## config.mk

```make
export PLATFORM = sky130hd
export DESIGN_NAME = skit_cell
export DESIGN_NICKNAME = d
export VERILOG_FILES = /design/src/hdl/sorted_key_insert_table_assert.svh /design/src/hdl/skit_pkg.sv /design/src/hdl/skit_cell.sv
export SDC_FILE = /design/constraint.sdc
export NUM_CORES = 1
export LEC_CHECK = 0
export BUFFER_PORTS_ARGS = -buffer_cell sky130_fd_sc_hd__buf_2
export CAP_MARGIN = 25
export CORE_ASPECT_RATIO = 1.4
export CORE_UTILIZATION = 40
export DETAILED_ROUTE_END_ITERATION = 8
export HOLD_SLACK_MARGIN = 0.1
export PLACE_DENSITY_LB_ADDON = 0.2
export SYNTH_ARGS = -nofsm -noshare
export SYNTH_HDL_FRONTEND = slang
export SYNTH_SLANG_ARGS = --single-unit
```

## constraint.sdc

```tcl
create_clock -name clk_i -period 6.7 [get_ports clk_i]
set_input_delay 0.335 -clock clk_i [delete_from_list [all_inputs] [get_ports clk_i]]
set_output_delay 0.335 -clock clk_i [all_outputs]
set_load 0.05 [all_outputs]
```

## src/hdl/sorted_key_insert_table_assert.svh

```systemverilog
// Assertion macros for the sorted key table.
// Simulation gets the checks. Synthesis gets empty bodies.
`ifndef SORTED_KEY_INSERT_TABLE_ASSERT_SVH
`define SORTED_KEY_INSERT_TABLE_ASSERT_SVH

`ifndef SYNTHESIS

// Checked on every clock edge outside reset.
`define SKIT_ASSERT(lbl, clk, rst_n, prop, msg) \
  lbl: assert property (@(posedge clk) disable iff (!rst_n) prop) else $error(msg);

// Checked on every clock edge, reset included.
`define SKIT_ASSERT_ALWAYS(lbl, clk, prop, msg) \
  lbl: assert property (@(posedge clk) prop) else $error(msg);

`else

`define SKIT_ASSERT(lbl, clk, rst_n, prop, msg)
`define SKIT_ASSERT_ALWAYS(lbl, clk, prop, msg)

`endif

`endif

```

## src/hdl/skit_pkg.sv

```systemverilog
`timescale 1ns / 1ps

package skit_pkg;

  // Operation codes.
  localparam logic [1:0] OP_INSERT = 2'd0;
  localparam logic [1:0] OP_FIND   = 2'd1;
  localparam logic [1:0] OP_READ   = 2'd2;

  // Status codes.
  localparam logic [1:0] ST_OK       = 2'd0;
  localparam logic [1:0] ST_FULL     = 2'd1;
  localparam logic [1:0] ST_UNFILLED = 2'd2;

  // Cells per reduction group and the width of the index within a group.
  localparam int GROUP_SIZE = 16;
  localparam int LIDX_W     = 4;

  // Input request.
  typedef struct packed {
    logic [1:0]         op;
    logic signed [31:0] key;
    logic [31:0]        payload;
    logic [7:0]         slot;
  } in_t;

  // Result.
  typedef struct packed {
    logic [1:0]         status;
    logic [8:0]         position;
    logic signed [31:0] key_out;
    logic [31:0]        payload_out;
    logic [8:0]         fill_count;
  } out_t;

  // Broadcast from the controller to every cell.
  typedef struct packed {
    logic               insert;
    logic               read;
    logic signed [31:0] key;
    logic [31:0]        payload;
    logic [7:0]         slot;
  } cell_req_t;

  // What one cell hands to its upper neighbor.
  typedef struct packed {
    logic               less;
    logic signed [31:0] key;
    logic [31:0]        payload;
  } cell_link_t;

  // Registered summary of one group of cells.
  typedef struct packed {
    logic               hit;
    logic [LIDX_W-1:0]  lidx;
    logic signed [31:0] key;
    logic [31:0]        payload;
  } grp_t;

endpackage

```

## src/hdl/skit_cell.sv

```systemverilog
`timescale 1ns / 1ps

module skit_cell #(
  parameter int IDX = 0,
  parameter int CW  = 9
) (
  input  logic                   clk_i,
  input  skit_pkg::cell_req_t    req_i,
  input  logic [CW-1:0]          count_i,
  input  skit_pkg::cell_link_t   prev_i,
  output skit_pkg::cell_link_t   link_o,
  output logic                   hot_o
);
  import skit_pkg::*;

  localparam int SW = (CW > 8) ? CW : 8;

  logic signed [31:0] key_q;
  logic [31:0]        payload_q;
  logic               filled;
  logic               less;
  logic               boundary;
  logic               slot_hit;

  // A filled cell below the request key is part of the lower prefix.
  assign filled   = CW'(IDX) < count_i;
  assign less     = filled && (key_q < req_i.key);
  assign boundary = prev_i.less && !less;
  assign slot_hit = SW'(req_i.slot) == SW'(IDX);

  assign link_o.less    = less;
  assign link_o.key     = key_q;
  assign link_o.payload = payload_q;

  // The first cell not below the key marks the lower-bound position.
  assign hot_o = req_i.read ? slot_hit : boundary;

  // On insert the boundary cell takes the new entry and every cell above it
  // takes its lower neighbor's entry.
  always_ff @(posedge clk_i) begin
    if (req_i.insert) begin
      if (boundary) begin
        key_q     <= req_i.key;
        payload_q <= req_i.payload;
      end else if (!prev_i.less) begin
        key_q     <= prev_i.key;
        payload_q <= prev_i.payload;
      end
    end
  end

endmodule

```

* Word level (Yosys, flattened, before mapping)
Index checks and enable logic that the tools add are counted.
** Storage, ports and cells
- Bits in registers :: 64
- Output and inout bits :: 66
- Word-level logic and storage cells :: 15
** Cells by class
- Magnitude comparators :: 2
- Eq/ne operators :: 1
- Multiplexer cells :: 5
- Reductions and logical operators :: 5
** Operator list (number)
- two-way mux 32 bit :: 4
- less-than comparator 32 bit :: 1
- less-than comparator 1 x 9 -> 1 bit (first input constant) :: 1
- logical NOT 8 bit :: 1
- logical AND 1 bit :: 2
- != test 2 x 1 -> 1 bit (second input constant) :: 1
- AND reduction 2 bit :: 1
- logical NOT 1 bit :: 1
- two-way mux 1 bit :: 1

* Longest topological paths before layout
- Depth after elaboration :: 6
- Gate-level depth with buffers :: 10
- Gate-level depth less buffers :: 9

* Worst setup path after synthesis
Ideal clock, no wire load.
- Path kind :: flip-flop to flip-flop
- Start point :: reg key_q[31]
- End point :: reg key_q[0], enable pin
- Library setup time :: 0.585 ns
- Arrival :: 7.109 ns
- Data required time :: 6.115 ns
- Setup slack :: -0.993 ns
- Stages on the path, launching flop included :: 9
- Path buffers :: 0
- Clock period less this slack :: 7.693 ns
- Path through :: edfxtp_1 ha_1 nand4_1 or4_1 or3_1 o22ai_1 o21a_1 nor3_2 a21boi_0
** Between the ends
- Longest elaborated chain between the ends :: 6
** Ends and longest elaborated chain
- start, declared :: RTL line skit_cell.sv:18 : logic signed [31:0] key_q;
- start signal, assigned :: RTL line skit_cell.sv:43 : key_q <= req_i.key;
- start signal, assigned :: RTL line skit_cell.sv:46 : key_q <= prev_i.key;
- less-than comparator 32 bit :: RTL line skit_cell.sv:27 : assign less = filled && (key_q < req_i.key);
- logical AND 1 bit :: RTL line skit_cell.sv:27
- net less :: RTL line skit_cell.sv:21 : logic less;
- logical NOT 1 bit :: RTL line skit_cell.sv:28 : assign boundary = prev_i.less && !less;
- logical AND 1 bit :: RTL line skit_cell.sv:28
- != test 2 x 1 -> 1 bit (no line)
- AND reduction 2 bit (no line)
The timed path passes the listed nets, and every way through them passes these cells.
A chain may end at the register's enable or synchronous reset.

* Worst setup path in the final report
- Start point :: reg key_q[31]
- End point :: reg payload_q[29], enable pin
** Between the ends
- Longest elaborated chain between the ends :: 6
** Ends and longest elaborated chain
- less-than comparator 32 bit :: RTL line skit_cell.sv:27
- logical AND 1 bit :: RTL line skit_cell.sv:27
- logical NOT 1 bit :: RTL line skit_cell.sv:28
- logical AND 1 bit :: RTL line skit_cell.sv:28
- != test 2 x 1 -> 1 bit (no line)
- AND reduction 2 bit (no line)
- end signal, assigned :: RTL line skit_cell.sv:44 : payload_q <= req_i.payload;
- end signal, assigned :: RTL line skit_cell.sv:47 : payload_q <= prev_i.payload;
- end, declared :: RTL line skit_cell.sv:19 : logic [31:0] payload_q;
No other way between the ends.

==> results.json <==
{
  "place_congestion": 0.7336,
  "arrival_ns": 3.58,
  "max_slew.worst_pin.slew_ns": 0.8453,
  "cp-end-kind": "register",
  "reg2reg_to": "payload_q[29]$_DFFE_PP_",
  "clock_skew_ns": 0.006279,
  "fin_nets": 668,
  "cts_htree_levels": 3,
  "finalCritPeriodShare": 0.5419,
  "yosysSeqAreaShare": 0.5216,
  "drc": 0,
  "syn-cell-area_um2": 3685,
  "start_kind": "register",
  "cts_sinks": 64,
  "intPower_mw": 0.9491,
  "async_flop_share": 0,
  "crit_fanout": 64,
  "vdd_ir_drop_max_mv": 0.2097,
  "maxCapViolations": 0,
  "rr_startpoint": "key_q[31]$_DFFE_PP_",
  "period_needed_ns": 3.631,
  "viasPerCell": 4.885,
  "overflow": 0,
  "clockRootBuffer": "clkbuf_16",
  "critPathKind": "register to register",
  "path_cells": "ha_1 -> nand4_1 -> or4_1 -> or3_1 -> o22ai_1 -> o21a_1 -> nor3_2 -> a21boi_4 -> buf_4",
  "mostFrequentLayoutCells": "buf_2, edfxtp_1, mux2_2",
  "antenna_found_initial": 0,
  "ant_nets": 0,
  "setup_violations": 0,
  "synth_cells": 266,
  "wire_per_inst_um": 14.39,
  "p_sw_frac": 0.3269,
  "drv_slew": 0,
  "cts_tree": "done",
  "max_freq_mhz": 275.4,
  "clk_latency_ns": 0.32,
  "drive_above_1_share": 0.6098,
  "drt-total-wl_mm": 8.621,
  "ioPinCount": 215,
  "crit_required_ns": 6.65,
  "syn_area_per_cell_um2": 13.85,
  "grt_pass1_vias": 2873,
  "final_common_cell": "buf_2",
  "dp_cells": 583,
  "p_leak_nw": 2.430,
  "syn_to_final_growth_pct": 39.56,
  "cts_resized": 0,
  "grt_pass1_wl_mm": 13.09,
  "ys_warn_count": 0,
  "powerDensity_nw_per_um2": 274.2,
  "relSlewSlack": 0.4365,
  "synth-edff-count": 64,
  "status": "complete, no violations",
  "ys.flop_type": "edfxtp_1",
  "floorplan.die_area_um2": 9605,
  "hold_buffers": 0,
  "cpMaxStageDelayCell": "buf_4",
  "multi_input_comb_area_um2": 1568,
  "clk_pin_slew_ns": 0.06,
  "hp-class": "primary input to register",
  "first_pass_iters": 4,
  "grt_start_max_net_pins": 65,
  "synth-seq-cells": 64,
  "antenna_cells": 0,
  "fillers": 792,
  "clockBufferDepth": 2,
  "clkPwrFrac": 0.315,
  "max_stage_delay_ns": 0.66,
  "synth_cell_type_count": 31,
  "die_y_um": 115.6,
  "crit_path_end": "payload_q[29]$_DFFE_PP_",
  "cp-startpoint": "key_q[31]$_DFFE_PP_",
  "core_area_um2": 8977,
  "start_util": 0.4105,
  "rsz0062_at_grt": "false",
  "rows": 41,
  "drt_iter0_markers": 135,
  "vias": 2926,
  "p_sw_mw": 0.4610,
  "synth_fp_nets": 446,
  "cts_buffers": 9,
  "fin_cells": 599,
  "die_w_um": 83.12,
  "postCtsSetupBuffers": 0,
  "regToRegSetupSlack_ns": 3.07,
  "portBuffers": 214,
  "regArea_um2": 1922,
  "hpwl_mm": 6.712,
  "setup_tns_ns": 0,
  "grtUsageTotal": 0.1740,
  "comb_power_share": 0.315,
  "r2r_cells": 9,
  "hold_viol_final": 0,
  "seq_power_share": 0.371
}
## how the worst min path moves through the flow
stage	cells past startpoint	start	to
after CTS	2	req_i[38]	payload_q[30]$_DFFE_PP_
final	2	req_i[38]	payload_q[30]$_DFFE_PP_
after global placement	2	req_i[14]	payload_q[6]$_DFFE_PP_
after floorplan	1	req_i[35]	payload_q[27]$_DFFE_PP_
after global routing	2	req_i[38]	payload_q[30]$_DFFE_PP_
after detailed placement	2	req_i[10]	payload_q[2]$_DFFE_PP_
## power by group through the flow
stage / clock, mW / combinational (mW) / sequential, mW
final: 0.444 / 0.444 / 0.523
after global routing: 0.468 / 0.475 / 0.527
after CTS: 0.454 / 0.445 / 0.523
after detailed placement: 0 / 0.443 / 0.531
after global placement: 0 / 0.437 / 0.529
after floorplan: 0 / 0.181 / 0.684
## per-stage QoR
| step | area (um^2) | utilization | setup slack [ns] | hold slack, ns | total power, mW |
|---|---|---|---|---|---|
| floorplan | 3685 | - | 0.6956 | 0.5525 | 0.8656 |
| global placement | 4848 | 0.5401 | 2.912 | 0.6342 | 0.9664 |
| detailed placement | 4848 | 0.5401 | 2.844 | 0.6386 | 0.9744 |
| CTS | 5127 | 0.5712 | 2.887 | 0.3016 | 1.423 |
| global route | 5142 | 0.5728 | 2.843 | 0.3047 | 1.470 |
| finish | 5142 | 0.5728 | 3.069 | 0.3107 | 1.410 |
## flip-flops by register name (all words and copies together) (netlist names)
register,count
payload_q,32
key_q,32
## critical path: cells and delay by family, from the launching register on
family	cells	cell delay (ns)
simple gates	4	1.21
buf+inv	1	0.66
compound gates	3	0.56
flops	1	0.40
fa+ha+maj	1	0.38
## logic make-up (layout without fill, tap and decap cells)
kind of cell | Yosys count | in the layout | synth area share
simple gates | 33 | 33 | 0.05161
mux | 64 | 64 | 0.2078
buf+inv | 42 | 268 | 0.05603
compound gates | 32 | 32 | 0.05773
flops | 64 | 64 | 0.5216
fa+ha+maj | 31 | 31 | 0.1053
## synthesized netlist by cell type (2+ instances only)
| master | number | share of area |
|---|---|---|
| edfxtp_1 | 64 | 0.52 |
| nand3_1 | 2 | 0.0027 |
| nand2b_1 | 2 | 0.0034 |
| o21ai_0 | 7 | 0.0095 |
| mux2_4 | 12 | 0.049 |
| buf_6 | 6 | 0.018 |
| nor2_1 | 3 | 0.0031 |
| nor3_1 | 3 | 0.0041 |
| a21oi_1 | 15 | 0.020 |
| ha_1 | 31 | 0.11 |
| inv_1 | 35 | 0.036 |
| nand4_1 | 7 | 0.012 |
| nor4_1 | 4 | 0.0068 |
| mux2_2 | 52 | 0.16 |
| nand2_1 | 7 | 0.0071 |
## metal layers
layer	track usage	part of all wire	wire length [um]	up-vias
met2	0.3219	0.53	4586	122
met4	0.07126	0.021	177	0
met5	0	0	0	-
met1	0.1888	0.38	3304	1345
met3	0.04630	0.064	553	13
li1	-	-	-	1446
## area by class of cell
type                       instances  area share
sequential                        64      0.3737
clock buffer                      11     0.04526
timing repair buffer             218      0.2156
inverter                          35     0.02555
tap                              107     0.02603
clock inverter                     4    0.009002
multi-input combinational        160      0.3049
Note: power is estimated with default switching activity, not from simulation.
